`config.mk`:
```
export PLATFORM = sky130hd
export DESIGN_NAME = loudness_gain_window_control_flat
export DESIGN_NICKNAME = d
export VERILOG_FILES = /design/src/hw/rtl/lgwc_pkg.sv /design/src/hw/rtl/lgwc_if.sv /design/src/hw/rtl/loudness_gain_window_control.sv /design/src/hw/rtl/lgwc_datapath.sv /design/src/hw/rtl/lgwc_ctrl.sv /design/src/flat_wrapper.sv
export VERILOG_INCLUDE_DIRS = /design/src /design/src/hw/rtl
export SDC_FILE = /design/constraint.sdc
export NUM_CORES = 2
export LEC_CHECK = 0
export ABC_CLOCK_PERIOD_IN_PS = 9500
export BUFFER_PORTS_ARGS = -buffer_cell sky130_fd_sc_hd__buf_4
export CAP_MARGIN = 20
export CORE_MARGIN = 3
export CORE_UTILIZATION = 39
export CTS_BUF_LIST = sky130_fd_sc_hd__clkbuf_16
export CTS_CLUSTER_SIZE = 16
export DETAILED_ROUTE_END_ITERATION = 10
export PLACE_DENSITY = 0.57
export SYNTH_ARGS = -nofsm -noshare
export SYNTH_HDL_FRONTEND = slang
export SYNTH_SLANG_ARGS = --single-unit
export TNS_END_PERCENT = 5
```
`constraint.sdc`:
```
create_clock -name clk -period 9.5 [get_ports clk]
set_input_delay 2.375 -clock clk [delete_from_list [all_inputs] [get_ports clk]]
set_output_delay 2.375 -clock clk [all_outputs]
set_load 0.05 [all_outputs]
```
`src/hw/rtl/loudness_gain_window_control_assert.svh`:
```
// Assertion macros shared by the loudness gain window control modules
`ifndef LOUDNESS_GAIN_WINDOW_CONTROL_ASSERT_SVH
`define LOUDNESS_GAIN_WINDOW_CONTROL_ASSERT_SVH

// Check a condition at every clock edge outside reset
`define LGWC_ASSERT_ALWAYS(label, cond, msg) \
    label: assert property (@(posedge clk) disable iff (!rst_n) (cond)) else $error(msg);

// Check a consequence in the same cycle
`define LGWC_ASSERT_IMPL(label, ante, cons, msg) \
    label: assert property (@(posedge clk) disable iff (!rst_n) (ante) |-> (cons)) \
        else $error(msg);

// Check a consequence in the following cycle
`define LGWC_ASSERT_NEXT(label, ante, cons, msg) \
    label: assert property (@(posedge clk) disable iff (!rst_n) (ante) |=> (cons)) \
        else $error(msg);

`endif

```
`src/hw/rtl/lgwc_pkg.sv`:
```
// Types and constants of the loudness gain window control
package lgwc_pkg;

    localparam int TIME_W     = 32;
    localparam int LEVEL_W    = 16;
    localparam int SLOT_W     = 7;
    localparam int DIV_W      = 7;
    localparam int THR_W      = 16;
    localparam int CFG_IDX_W  = 2;
    localparam int CFG_DATA_W = 16;
    localparam int RING_DEPTH = 80;
    localparam int REM_W      = 15;
    localparam int SUM_W      = 23;
    localparam int BND_W      = 25;

    // 20000 = 625 << 5: reduce time >> 5 mod 625, then append the low five bits
    localparam int TLO_W      = 5;
    localparam int THI_W      = TIME_W - TLO_W;
    localparam int Q625_W     = 18;
    localparam int R625_W     = 10;
    localparam int RCP625_W   = 28;
    localparam int RCP625_SH  = 37;
    localparam int QPROD_W    = THI_W + RCP625_W;
    // slot = (rem >> 1) / 125
    localparam int RCP125_W   = 15;
    localparam int RCP125_SH  = 21;
    localparam int SPROD_W    = REM_W - 1 + RCP125_W;

    localparam logic [CFG_IDX_W-1:0] REG_DEC_THR   = 2'd0;
    localparam logic [CFG_IDX_W-1:0] REG_INC_THR   = 2'd1;
    localparam logic [CFG_IDX_W-1:0] REG_OFF_THR   = 2'd2;
    localparam logic [CFG_IDX_W-1:0] REG_DIV_START = 2'd3;

    localparam logic signed [THR_W-1:0] DEC_THR_RESET = 16'sd100;
    localparam logic signed [THR_W-1:0] INC_THR_RESET = 16'sd1000;
    localparam logic signed [THR_W-1:0] OFF_THR_RESET = 16'sd20;

    localparam logic [DIV_W-1:0] DIV_MIN   = 7'd20;
    localparam logic [DIV_W-1:0] DIV_MAX   = 7'd120;
    localparam logic [DIV_W-1:0] DIV_RESET = 7'd60;

    localparam logic [SLOT_W-1:0] LAST_SLOT_RESET = 7'd50;
    localparam logic [SLOT_W-1:0] LAST_SLOT_INDEX = 7'd79;

    localparam logic [REM_W-1:0]    MOD_PERIOD = 15'd20000;
    localparam logic [RCP625_W-1:0] RCP625     = 28'd219902326;
    localparam logic [R625_W-1:0]   DIV625     = 10'd625;
    localparam logic [RCP125_W-1:0] RCP125     = 15'd16778;

    localparam logic [SLOT_W-1:0] MOD_LAST = 7'd1;
    localparam logic [SLOT_W-1:0] QUO_LAST = 7'd0;

    localparam logic [SLOT_W-1:0] WIN_INC     = 7'd8;
    localparam logic [SLOT_W-1:0] WIN_OFF_CLR = 7'd32;
    localparam logic [SLOT_W-1:0] WIN_DEC     = 7'd40;
    localparam logic [SLOT_W-1:0] WIN_OFF_SET = 7'd80;
    localparam logic [SLOT_W-1:0] WIN_NONE    = 7'd0;

    typedef enum logic [3:0] {
        ST_IDLE,
        ST_MOD,
        ST_QUO,
        ST_CMP,
        ST_SWEEP,
        ST_DRAIN,
        ST_DEC,
        ST_INC,
        ST_OFF_SET,
        ST_OFF_CLR,
        ST_FIN
    } lgwc_state_t;

    typedef struct packed {
        logic load_in;
        logic mod_step;
        logic quo_step;
        logic slot_cmp;
        logic rd_issue;
        logic dec_chk;
        logic inc_chk;
        logic off_set_chk;
        logic off_clr_chk;
        logic out_load;
    } lgwc_cmd_t;

    typedef struct packed {
        logic              fresh;
        logic              slot_zero;
        logic              slot_mod20;
        logic              slot_mod8;
        logic [SLOT_W-1:0] sweep_len;
        logic              out_busy;
    } lgwc_sts_t;

endpackage

```
`src/hw/rtl/lgwc_if.sv`:
```
// Handshake channels for level samples and control results
interface lgwc_in_if;
    import lgwc_pkg::*;

    logic                      valid;
    logic                      ready;
    logic [TIME_W-1:0]         time_ms;
    logic signed [LEVEL_W-1:0] level;

    modport source (output valid, output time_ms, output level, input ready);
    modport sink (input valid, input time_ms, input level, output ready);
endinterface

interface lgwc_out_if;
    import lgwc_pkg::*;

    logic              valid;
    logic              ready;
    logic              new_slot;
    logic [SLOT_W-1:0] slot_index;
    logic [DIV_W-1:0]  divider;
    logic              is_off;

    modport source (output valid, output new_slot, output slot_index, output divider,
                    output is_off, input ready);
    modport sink (input valid, input new_slot, input slot_index, input divider,
                  input is_off, output ready);
endinterface

```
`src/hw/rtl/loudness_gain_window_control.sv`:
```
// Top level of the loudness gain window control
// Each sample transfer maps its millisecond time to one of 80 quarter-second slots and,
// on a new slot, stores the level in an 80-entry ring (cleared at reset through per-entry
// valid bits, so no clearing pass) and updates the divider and off flag from windowed
// averages. One sample is processed at a time. The slot is found in order: time mod 20000
// in two steps (a reciprocal multiply gives (time >> 5) / 625, then the remainder is
// formed), one reciprocal multiply for the division by 250 and one slot compare. New slots
// that are multiples of 8 or 20 then sweep the ring through its single read port, one entry
// per cycle (32 reads, 40 at slots 20, 40 and 60, 80 at slot 0), followed by a drain state
// and one state per applicable check. A finished result waits in an output register, so
// the next sample transfer is taken while it is pending; a second result stalls until the
// first one transfers.
module loudness_gain_window_control (
    input  logic                              clk,
    input  logic                              rst_n,
    lgwc_in_if.sink                           sample,
    lgwc_out_if.source                        result,
    input  logic                              cfg_we,
    input  logic [lgwc_pkg::CFG_IDX_W-1:0]    cfg_index,
    input  logic [lgwc_pkg::CFG_DATA_W-1:0]   cfg_wdata
);
    import lgwc_pkg::*;

    lgwc_cmd_t cmd;
    lgwc_sts_t sts;

    lgwc_ctrl u_ctrl (
        .clk      (clk),
        .rst_n    (rst_n),
        .in_valid (sample.valid),
        .in_ready (sample.ready),
        .sts      (sts),
        .cmd      (cmd)
    );

    lgwc_datapath u_datapath (
        .clk       (clk),
        .rst_n     (rst_n),
        .cfg_we    (cfg_we),
        .cfg_index (cfg_index),
        .cfg_wdata (cfg_wdata),
        .time_ms   (sample.time_ms),
        .level     (sample.level),
        .cmd       (cmd),
        .sts       (sts),
        .result    (result)
    );

endmodule

```
`src/hw/rtl/lgwc_datapath.sv`:
```
// Datapath: slot arithmetic, level ring, window sums, divider and off state
`include "loudness_gain_window_control_assert.svh"

module lgwc_datapath (
    input  logic                                 clk,
    input  logic                                 rst_n,
    input  logic                                 cfg_we,
    input  logic [lgwc_pkg::CFG_IDX_W-1:0]       cfg_index,
    input  logic [lgwc_pkg::CFG_DATA_W-1:0]      cfg_wdata,
    input  logic [lgwc_pkg::TIME_W-1:0]          time_ms,
    input  logic signed [lgwc_pkg::LEVEL_W-1:0]  level,
    input  lgwc_pkg::lgwc_cmd_t                  cmd,
    output lgwc_pkg::lgwc_sts_t                  sts,
    lgwc_out_if.source                           result
);
    import lgwc_pkg::*;

    logic signed [THR_W-1:0]   dec_thr_reg;
    logic signed [THR_W-1:0]   inc_thr_reg;
    logic signed [THR_W-1:0]   off_thr_reg;
    logic [DIV_W-1:0]          div_reg;
    logic                      off_reg;
    logic [SLOT_W-1:0]         last_reg;
    logic [RING_DEPTH-1:0]     vld_reg;
    logic                      rd_pend_reg;
    logic                      out_vld_reg;

    logic [TIME_W-1:0]         time_reg;
    logic signed [LEVEL_W-1:0] level_reg;
    logic [Q625_W-1:0]         q625_reg;
    logic [REM_W-1:0]          rem_reg;
    logic [SLOT_W-1:0]         quo_reg;
    logic                      fresh_reg;
    logic [SLOT_W-1:0]         addr_reg;
    logic signed [LEVEL_W-1:0] rd_data_reg;
    logic                      rd_vld_reg;
    logic signed [SUM_W-1:0]   acc_reg;
    logic [SLOT_W-1:0]         acc_cnt_reg;
    logic signed [SUM_W-1:0]   s8_reg;
    logic signed [SUM_W-1:0]   s32_reg;
    logic signed [SUM_W-1:0]   s40_reg;
    logic                      out_new_reg;
    logic [SLOT_W-1:0]         out_slot_reg;
    logic [DIV_W-1:0]          out_div_reg;
    logic                      out_off_reg;

    logic signed [LEVEL_W-1:0] ring_mem [RING_DEPTH];

    logic [QPROD_W-1:0]        q_prod;
    logic [Q625_W-1:0]         q625_next;
    logic [THI_W-1:0]          r625_full;
    logic [REM_W-1:0]          rem_next;
    logic [SPROD_W-1:0]        s_prod;
    logic [SLOT_W-1:0]         quo_next;
    logic                      slot_fresh;
    logic                      slot_zero;
    logic                      slot_mod20;
    logic                      slot_mod8;
    logic [SLOT_W-1:0]         addr_dec;
    logic signed [LEVEL_W-1:0] acc_entry;
    logic signed [SUM_W-1:0]   acc_sum;
    logic [SLOT_W-1:0]         acc_cnt_inc;
    logic                      dec_hit;
    logic                      inc_hit;
    logic                      off_hit;
    logic                      on_hit;
    logic [DIV_W-1:0]          div_start;

    // trunc(sum / n) <= thr, worked out as a bound on the sum
    function automatic logic avg_at_most(input logic signed [SUM_W-1:0] sum,
                                         input logic signed [THR_W-1:0] thr,
                                         input logic [SLOT_W-1:0] n);
        logic signed [BND_W-1:0] n_s;
        logic signed [BND_W-1:0] bnd;
        n_s = BND_W'($signed({1'b0, n}));
        bnd = BND_W'(thr) * n_s;
        if (!sum[SUM_W-1])
        begin
            bnd = bnd + n_s - BND_W'(1);
        end
        return BND_W'(sum) <= bnd;
    endfunction

    always_comb
    begin
        q_prod      = QPROD_W'(time_reg[TIME_W-1:TLO_W]) * QPROD_W'(RCP625);
        q625_next   = q_prod[RCP625_SH +: Q625_W];
        r625_full   = time_reg[TIME_W-1:TLO_W] - (THI_W'(q625_reg) * THI_W'(DIV625));
        rem_next    = {r625_full[R625_W-1:0], time_reg[TLO_W-1:0]};
        s_prod      = SPROD_W'(rem_reg[REM_W-1:1]) * SPROD_W'(RCP125);
        quo_next    = s_prod[RCP125_SH +: SLOT_W];
        slot_fresh  = (quo_reg != last_reg);
        slot_zero   = (quo_reg == 7'd0);
        slot_mod20  = slot_zero || (quo_reg == 7'd20) || (quo_reg == 7'd40)
                      || (quo_reg == 7'd60);
        slot_mod8   = (quo_reg[2:0] == 3'd0);
        addr_dec    = (addr_reg == '0) ? LAST_SLOT_INDEX : (addr_reg - 7'd1);
        acc_entry   = rd_vld_reg ? rd_data_reg : '0;
        acc_sum     = acc_reg + SUM_W'(acc_entry);
        acc_cnt_inc = acc_cnt_reg + 7'd1;
        dec_hit     = (div_reg > DIV_MIN) && avg_at_most(s40_reg, dec_thr_reg, WIN_DEC);
        inc_hit     = (div_reg < DIV_MAX) && !avg_at_most(s8_reg, inc_thr_reg, WIN_INC);
        off_hit     = avg_at_most(acc_reg, off_thr_reg, WIN_OFF_SET);
        on_hit      = !avg_at_most(s32_reg, off_thr_reg, WIN_OFF_CLR);
        div_start   = cfg_wdata[DIV_W-1:0];
        if (div_start < DIV_MIN)
        begin
            div_start = DIV_MIN;
        end
        else if (div_start > DIV_MAX)
        begin
            div_start = DIV_MAX;
        end
    end

    always_comb
    begin
        sts.fresh      = slot_fresh;
        sts.slot_zero  = slot_zero;
        sts.slot_mod20 = slot_mod20;
        sts.slot_mod8  = slot_mod8;
        sts.out_busy   = out_vld_reg && !result.ready;
        priority if (slot_zero)
        begin
            sts.sweep_len = WIN_OFF_SET;
        end
        else if (slot_mod20)
        begin
            sts.sweep_len = WIN_DEC;
        end
        else if (slot_mod8)
        begin
            sts.sweep_len = WIN_OFF_CLR;
        end
        else
        begin
            sts.sweep_len = WIN_NONE;
        end
    end

    always_ff @(posedge clk or negedge rst_n)
    begin
        if (!rst_n)
        begin
            dec_thr_reg <= DEC_THR_RESET;
            inc_thr_reg <= INC_THR_RESET;
            off_thr_reg <= OFF_THR_RESET;
            div_reg     <= DIV_RESET;
            off_reg     <= 1'b0;
            last_reg    <= LAST_SLOT_RESET;
            vld_reg     <= '0;
            rd_pend_reg <= 1'b0;
            out_vld_reg <= 1'b0;
        end
        else
        begin
            if (cfg_we)
            begin
                unique case (cfg_index)
                    REG_DEC_THR:   dec_thr_reg <= cfg_wdata;
                    REG_INC_THR:   inc_thr_reg <= cfg_wdata;
                    REG_OFF_THR:   off_thr_reg <= cfg_wdata;
                    REG_DIV_START: div_reg     <= div_start;
                endcase
            end
            if (cmd.slot_cmp && slot_fresh)
            begin
                last_reg         <= quo_reg;
                vld_reg[quo_reg] <= 1'b1;
            end
            rd_pend_reg <= cmd.rd_issue;
            if (cmd.dec_chk && dec_hit)
            begin
                div_reg <= div_reg - 7'd1;
            end
            if (cmd.inc_chk && inc_hit)
            begin
                div_reg <= div_reg + 7'd1;
            end
            if (cmd.off_set_chk && off_hit)
            begin
                off_reg <= 1'b1;
            end
            if (cmd.off_clr_chk && on_hit)
            begin
                off_reg <= 1'b0;
            end
            out_vld_reg <= cmd.out_load || (out_vld_reg && !result.ready);
        end
    end

    always_ff @(posedge clk)
    begin
        if (cmd.load_in)
        begin
            time_reg  <= time_ms;
            level_reg <= level;
        end
        // two steps: the quotient by 625 settles first, the remainder second
        if (cmd.mod_step)
        begin
            q625_reg <= q625_next;
            rem_reg  <= rem_next;
        end
        if (cmd.quo_step)
        begin
            quo_reg <= quo_next;
        end
        if (cmd.slot_cmp)
        begin
            fresh_reg   <= slot_fresh;
            addr_reg    <= quo_reg;
            acc_reg     <= '0;
            acc_cnt_reg <= '0;
        end
        if (cmd.slot_cmp && slot_fresh)
        begin
            ring_mem[quo_reg] <= level_reg;
        end
        if (cmd.rd_issue)
        begin
            rd_data_reg <= ring_mem[addr_reg];
            rd_vld_reg  <= vld_reg[addr_reg];
            addr_reg    <= addr_dec;
        end
        if (rd_pend_reg)
        begin
            acc_reg     <= acc_sum;
            acc_cnt_reg <= acc_cnt_inc;
            if (acc_cnt_inc == WIN_INC)
            begin
                s8_reg <= acc_sum;
            end
            if (acc_cnt_inc == WIN_OFF_CLR)
            begin
                s32_reg <= acc_sum;
            end
            if (acc_cnt_inc == WIN_DEC)
            begin
                s40_reg <= acc_sum;
            end
        end
        if (cmd.out_load)
        begin
            out_new_reg  <= fresh_reg;
            out_slot_reg <= quo_reg;
            out_div_reg  <= div_reg;
            out_off_reg  <= off_reg;
        end
    end

    assign result.valid      = out_vld_reg;
    assign result.new_slot   = out_new_reg;
    assign result.slot_index = out_slot_reg;
    assign result.divider    = out_div_reg;
    assign result.is_off     = out_off_reg;

    `LGWC_ASSERT_ALWAYS(a_div_range, (div_reg >= DIV_MIN) && (div_reg <= DIV_MAX), "divider range")
    `LGWC_ASSERT_IMPL(a_rem_range, cmd.quo_step, rem_reg < MOD_PERIOD, "remainder out of range")
    `LGWC_ASSERT_IMPL(a_slot_math, cmd.slot_cmp, quo_reg <= LAST_SLOT_INDEX, "slot out of range")
    `LGWC_ASSERT_IMPL(a_out_free, cmd.out_load, !out_vld_reg || result.ready, "result lost")

endmodule

```
`src/hw/rtl/lgwc_ctrl.sv`:
```
// Controller: sequences slot arithmetic, ring sweep and the window checks
`include "loudness_gain_window_control_assert.svh"

module lgwc_ctrl (
    input  logic                clk,
    input  logic                rst_n,
    input  logic                in_valid,
    output logic                in_ready,
    input  lgwc_pkg::lgwc_sts_t sts,
    output lgwc_pkg::lgwc_cmd_t cmd
);
    import lgwc_pkg::*;

    lgwc_state_t       state_reg;
    lgwc_state_t       state_next;
    logic [SLOT_W-1:0] cnt_reg;
    logic [SLOT_W-1:0] cnt_next;

    always_ff @(posedge clk or negedge rst_n)
    begin
        if (!rst_n)
        begin
            state_reg <= ST_IDLE;
            cnt_reg   <= '0;
        end
        else
        begin
            state_reg <= state_next;
            cnt_reg   <= cnt_next;
        end
    end

    always_comb
    begin
        state_next = state_reg;
        cnt_next   = cnt_reg + 7'd1;
        unique case (state_reg)
            ST_IDLE:
            begin
                cnt_next = '0;
                if (in_valid)
                begin
                    state_next = ST_MOD;
                end
            end
            ST_MOD:
            begin
                if (cnt_reg == MOD_LAST)
                begin
                    state_next = ST_QUO;
                    cnt_next   = '0;
                end
            end
            ST_QUO:
            begin
                if (cnt_reg == QUO_LAST)
                begin
                    state_next = ST_CMP;
                end
            end
            ST_CMP:
            begin
                cnt_next = '0;
                if (sts.fresh && (sts.sweep_len != WIN_NONE))
                begin
                    state_next = ST_SWEEP;
                end
                else
                begin
                    state_next = ST_FIN;
                end
            end
            ST_SWEEP:
            begin
                if (cnt_reg == (sts.sweep_len - 7'd1))
                begin
                    state_next = ST_DRAIN;
                end
            end
            ST_DRAIN:
            begin
                priority if (sts.slot_mod20)
                begin
                    state_next = ST_DEC;
                end
                else if (sts.slot_mod8)
                begin
                    state_next = ST_INC;
                end
                else
                begin
                    state_next = ST_FIN;
                end
            end
            ST_DEC:
            begin
                state_next = sts.slot_mod8 ? ST_INC : ST_FIN;
            end
            ST_INC:
            begin
                state_next = sts.slot_zero ? ST_OFF_SET : ST_OFF_CLR;
            end
            ST_OFF_SET:
            begin
                state_next = ST_OFF_CLR;
            end
            ST_OFF_CLR:
            begin
                state_next = ST_FIN;
            end
            ST_FIN:
            begin
                if (!sts.out_busy)
                begin
                    state_next = ST_IDLE;
                end
            end
            default:
            begin
                state_next = ST_IDLE;
            end
        endcase
    end

    always_comb
    begin
        cmd      = '0;
        in_ready = 1'b0;
        unique case (state_reg)
            ST_IDLE:
            begin
                in_ready    = 1'b1;
                cmd.load_in = in_valid;
            end
            ST_MOD:     cmd.mod_step    = 1'b1;
            ST_QUO:     cmd.quo_step    = 1'b1;
            ST_CMP:     cmd.slot_cmp    = 1'b1;
            ST_SWEEP:   cmd.rd_issue    = 1'b1;
            ST_DRAIN:   cmd             = '0;
            ST_DEC:     cmd.dec_chk     = 1'b1;
            ST_INC:     cmd.inc_chk     = 1'b1;
            ST_OFF_SET: cmd.off_set_chk = 1'b1;
            ST_OFF_CLR: cmd.off_clr_chk = 1'b1;
            ST_FIN:     cmd.out_load    = !sts.out_busy;
            default:    cmd             = '0;
        endcase
    end

    `LGWC_ASSERT_ALWAYS(a_cmd_single, $onehot0(cmd), "more than one datapath command")
    `LGWC_ASSERT_NEXT(a_busy_after_accept, in_valid && in_ready, !in_ready, "taken while busy")
    `LGWC_ASSERT_IMPL(a_sweep_len, cmd.rd_issue, sts.sweep_len != WIN_NONE, "read without a window")

endmodule

```
`src/flat_wrapper.sv`:
```
// flat-port wrapper written by rule: the top's interface ports become plain ports
module loudness_gain_window_control_flat import lgwc_pkg::*;
  (clk, rst_n, cfg_we, cfg_index, cfg_wdata, sample_valid, sample_time_ms, sample_level, sample_ready, result_valid, result_new_slot, result_slot_index, result_divider, result_is_off, result_ready);
  lgwc_in_if sample_i ();
  lgwc_out_if result_i ();
  input  logic clk;
  input  logic rst_n;
  input  logic cfg_we;
  input  logic [lgwc_pkg::CFG_IDX_W-1:0] cfg_index;
  input  logic [lgwc_pkg::CFG_DATA_W-1:0] cfg_wdata;
  input wire logic [$bits(sample_i.valid)-1:0] sample_valid;
  input wire logic [$bits(sample_i.time_ms)-1:0] sample_time_ms;
  input wire logic [$bits(sample_i.level)-1:0] sample_level;
  output wire logic [$bits(sample_i.ready)-1:0] sample_ready;
  output wire logic [$bits(result_i.valid)-1:0] result_valid;
  output wire logic [$bits(result_i.new_slot)-1:0] result_new_slot;
  output wire logic [$bits(result_i.slot_index)-1:0] result_slot_index;
  output wire logic [$bits(result_i.divider)-1:0] result_divider;
  output wire logic [$bits(result_i.is_off)-1:0] result_is_off;
  input wire logic [$bits(result_i.ready)-1:0] result_ready;
  assign sample_i.valid = sample_valid;
  assign sample_i.time_ms = sample_time_ms;
  assign sample_i.level = sample_level;
  assign sample_ready = sample_i.ready;
  assign result_valid = result_i.valid;
  assign result_new_slot = result_i.new_slot;
  assign result_slot_index = result_i.slot_index;
  assign result_divider = result_i.divider;
  assign result_is_off = result_i.is_off;
  assign result_i.ready = result_ready;
  loudness_gain_window_control u_core (.clk(clk), .rst_n(rst_n), .sample(sample_i), .result(result_i), .cfg_we(cfg_we), .cfg_index(cfg_index), .cfg_wdata(cfg_wdata));
endmodule
```
==> impl_results.md <==
* Crit-path most repeated cell: fa_1
* Average routed wire per standard cell at 24.3 µm
* CTS Hold Bufs at 0
* Adder-Cell Fraction of Synth Area at 0.163
* TritonCTS Buffers at about 180
* Maximum root-to-sink buffer count at 3
* Initial antenna violation count at 9
* Pins Over Slew Limit at 0
* GPL Wtd Cong at 0.853
* Syn Std Cell Area at 83500 µm²
* Final Hold Fails at 0
* Unique masters post-synth at 86
* Period Utilization, post-route at 0.781
* Worst r2r dst: u_core.u_datapath.q625_reg[7]$_DFFE_PP_
* Fmax at 135 MHz
* R2R Setup Slk at 2.08 ns
* Clk sinks at 1654
* CP max-delay cell: edfxtp_1
* Max FO, Critical Path at 9
* DR pass1 iterations at 7
* Initial DRC count at 3117
* R2R depth at 22
* Clock Tree Root: clkbuf_16
* Syn Inst Count at approximately 5000
* CP startpoint kind: flop
* Unrepaired setup endpoints after global routing: false
* Area Overhead vs Synth at 13.0%
* Gr usage total at 0.186
* Core area at 213000 µm²
* Post-CTS setup buffer count at 0
* Synth Area in Compound Gates at 0.0314
* Hold EP: u_core.u_datapath.rem_reg[1]$_DFFE_PP_
* WS Path Type: reg2reg
* DR vias/cell at 5.25
* Transition time of the tightest slew-check pin at just over 1 ns
* Layout fillers at about 19000
* Status: complete, no violations
* Largest net degree at the start of global routing at 100
* Hold Path Stages at 0
* Worst Path Arrival at 7.98 ns
* Post-DRT Antenna Nets at 0
* Latest clock arrival within the worst-skew pair at 0.83 ns
* Commonest cells after routing, fill and taps aside: 1498 x edfxtp_1, 701 x inv_1, 521 x ha_1
* Slowest Stage Delay on Critical Path at 0.66 ns
* CTS resizes at 0
* Critical path's top delay family: adder cells
* Final #Nets at approximately 6300
* Post-synthesis mux area share at 0.127
* Synthesized area per cell at 16.5 µm²
* Clock skew at 0.0532 ns
* Routed via count at roughly 43000
* Post-synth EDFFs at between 1000 and 1500
* DRC viols at 0
* Largest register FFs at 1280
* Register bit total from synthesis at between 1500 and 2000
* Starting Density at 0.393
* Post-DP HPWL at between 100 and 150 mm
* Die width at 469 µm
* XOR/XNOR Fraction of Synth Area at 0.0146
* Rel. slew slack at 0.327
* IO Port Bufs at 87
* Yosys Warn Count at 0
* Height of the die at 469 µm
* Ys flop type: edfxtp_1
* Number of global-route vias before repair at between 40000 and 50000
* Largest family of logic cells by synthesized area: adder cells
* MaxCap Viol Count at 0
* CP Capture Type: flop
* FF-to-FF Start: u_core.u_datapath.time_reg[11]$_DFFE_PP_
* Min cycle time layout at 7.42 ns
* Cell Chain, Critical Path: ha_1, inv_1, fa_1, inv_1, fa_1, fa_1, inv_1, fa_1, fa_1, fa_1, inv_1, ha_1, nand4_1, nor2_1, o21ai_0, nand2b_1, a21oi_1, or4b_2, o21ai_1, o21ai_0, a21o_1, xor2_1
* Number of setup violations in the final report at 0
* HP Start: u_core.u_datapath.time_reg[1]$_DFFE_PP_
* Die footprint at ~220000 µm²
* CP bufs+invs at 4
* Fin Setup TNS at 0 ns
* DRT Wirelength at 201 mm
* Ports at 89
* Async SR Flop Fraction at 0.0943
* Min-delay worst type: reg2reg
* First-pass GRT wire length at 302 mm
* FP Rows at 169
* Post-synthesis sequential area ratio at 0.586
* Final global-route overflow total at 0
* Most common cell after layout, fill and taps aside: edfxtp_1
* CTS clock-pin slew for the worst setup and hold paths at 0.06 ns
* CTS tree: yes
* Htree depth at 4
* Simple-Gate Fraction of Synth Area at 0.0422
* Synth Net Count at 5995
* Share of post-route cells with drive strength above 1 at 0.214
* Req. time, crit path at 10.06 ns
how the worst max path moves through the flow:
stage / cells after the start / from / end / slack [ns]
after floorplan: 21 / u_core.u_datapath.time_reg[11]$_DFFE_PP_ / u_core.u_datapath.q625_reg[7]$_DFFE_PP_ / 2.75
after global placement: 21 / u_core.u_datapath.time_reg[11]$_DFFE_PP_ / u_core.u_datapath.q625_reg[7]$_DFFE_PP_ / 2.03
after detailed placement: 21 / u_core.u_datapath.time_reg[11]$_DFFE_PP_ / u_core.u_datapath.q625_reg[7]$_DFFE_PP_ / 2.04
after CTS: 21 / u_core.u_datapath.time_reg[11]$_DFFE_PP_ / u_core.u_datapath.q625_reg[7]$_DFFE_PP_ / 2.03
after global routing: 22 / u_core.u_datapath.time_reg[12]$_DFFE_PP_ / u_core.u_datapath.q625_reg[7]$_DFFE_PP_ / 1.68
final: 22 / u_core.u_datapath.time_reg[11]$_DFFE_PP_ / u_core.u_datapath.q625_reg[7]$_DFFE_PP_ / 2.08
layout make-up:
cell class,instances,area [µm²],area share
Tap cell,2821,3530,0.0374
Multi-Input combinational cell,2600,31800,0.337
Sequential cell,1654,48900,0.519
Inverter,654,2450,0.0260
Antenna cell,2,5.00,0.0000531
Clock buffer,178,4450,0.0472
Clock inverter,153,1370,0.0146
Timing Repair Buffer,219,1790,0.0189
cell usage after synthesis (5+ instances only):
library cell / number / area [µm²]
or3_1: 16 / 100
nand2b_1: 16 / 100
nor2_1: 193 / 724
nor2b_1: 29 / 181
o22ai_1: 6 / 37.5
o41ai_1: 5 / 43.8
a221oi_1: 5 / 43.8
buf_1: 45 / 169
xor2_1: 45 / 394
dfstp_2: 18 / 473
o31ai_1: 9 / 67.6
mux4_2: 441 / 9930
and3_1: 12 / 75.1
a21oi_1: 102 / 510
nor3b_1: 10 / 75.1
nand4_1: 30 / 188
a21boi_0: 6 / 45.0
mux2_2: 51 / 574
mux2i_1: 7 / 70.1
fa_1: 355 / 7110
xnor2_1: 94 / 823
dfrtp_1: 138 / 3450
nand3b_1: 8 / 60.1
a31oi_1: 12 / 75.1
nor4_1: 15 / 93.8
o211ai_1: 8 / 60.1
inv_1: 654 / 2450
o21ai_0: 79 / 395
nand3_1: 45 / 225
and2_1: 48 / 300
edfxtp_1: 1498 / 45000
a211o_1: 6 / 52.6
o21bai_1: 13 / 97.6
a211oi_1: 12 / 90.1
ha_1: 521 / 6520
nand2_1: 135 / 507
a21o_1: 53 / 398
nor3_1: 31 / 155
buf_2: 10 / 50.1
clkbuf_1: 84 / 315
o21a_1: 21 / 158
or2_2: 85 / 532
metal layers:
metal  routed length [µm]  GRT usage  up-vias
met5                   42          0        -
met4                 4530     0.0466        6
met3                 9730     0.0271      246
met2                97700      0.304      987
met1                89200      0.261    22900
li1                     -          -    19400
logic make-up (layout without fill, tap and decap cells):
kind of cell | Yosys count | in the layout
fa+ha+maj | 876 | 876
flops | 1654 | 1654
buf+inv | 794 | 1204
xor+xnor | 139 | 139
compound gates | 393 | 393
mux | 499 | 499
simple gates | 693 | 693
other cells | 0 | 2
through the flow:
| step | utilization | worst slack (ns) | cell area, µm² | hold WS, ns | cells |
|---|---|---|---|---|---|
| after floorplan | - | 2.75 | 83500 | 0.400 | 5048 |
| after global placement | 0.416 | 2.03 | 88300 | 0.406 | 7940 |
| after detailed placement | 0.416 | 2.04 | 88400 | 0.406 | 7944 |
| after CTS | 0.443 | 2.03 | 94200 | 0.433 | 8275 |
| after global routing | 0.444 | 1.68 | 94300 | 0.450 | 8280 |
| final | 0.444 | 2.08 | 94300 | 0.431 | 8281 |
Power is left out: the tool's default activity adds up to more than one toggle a clock period on the data nets, which glitch-free logic cannot reach.
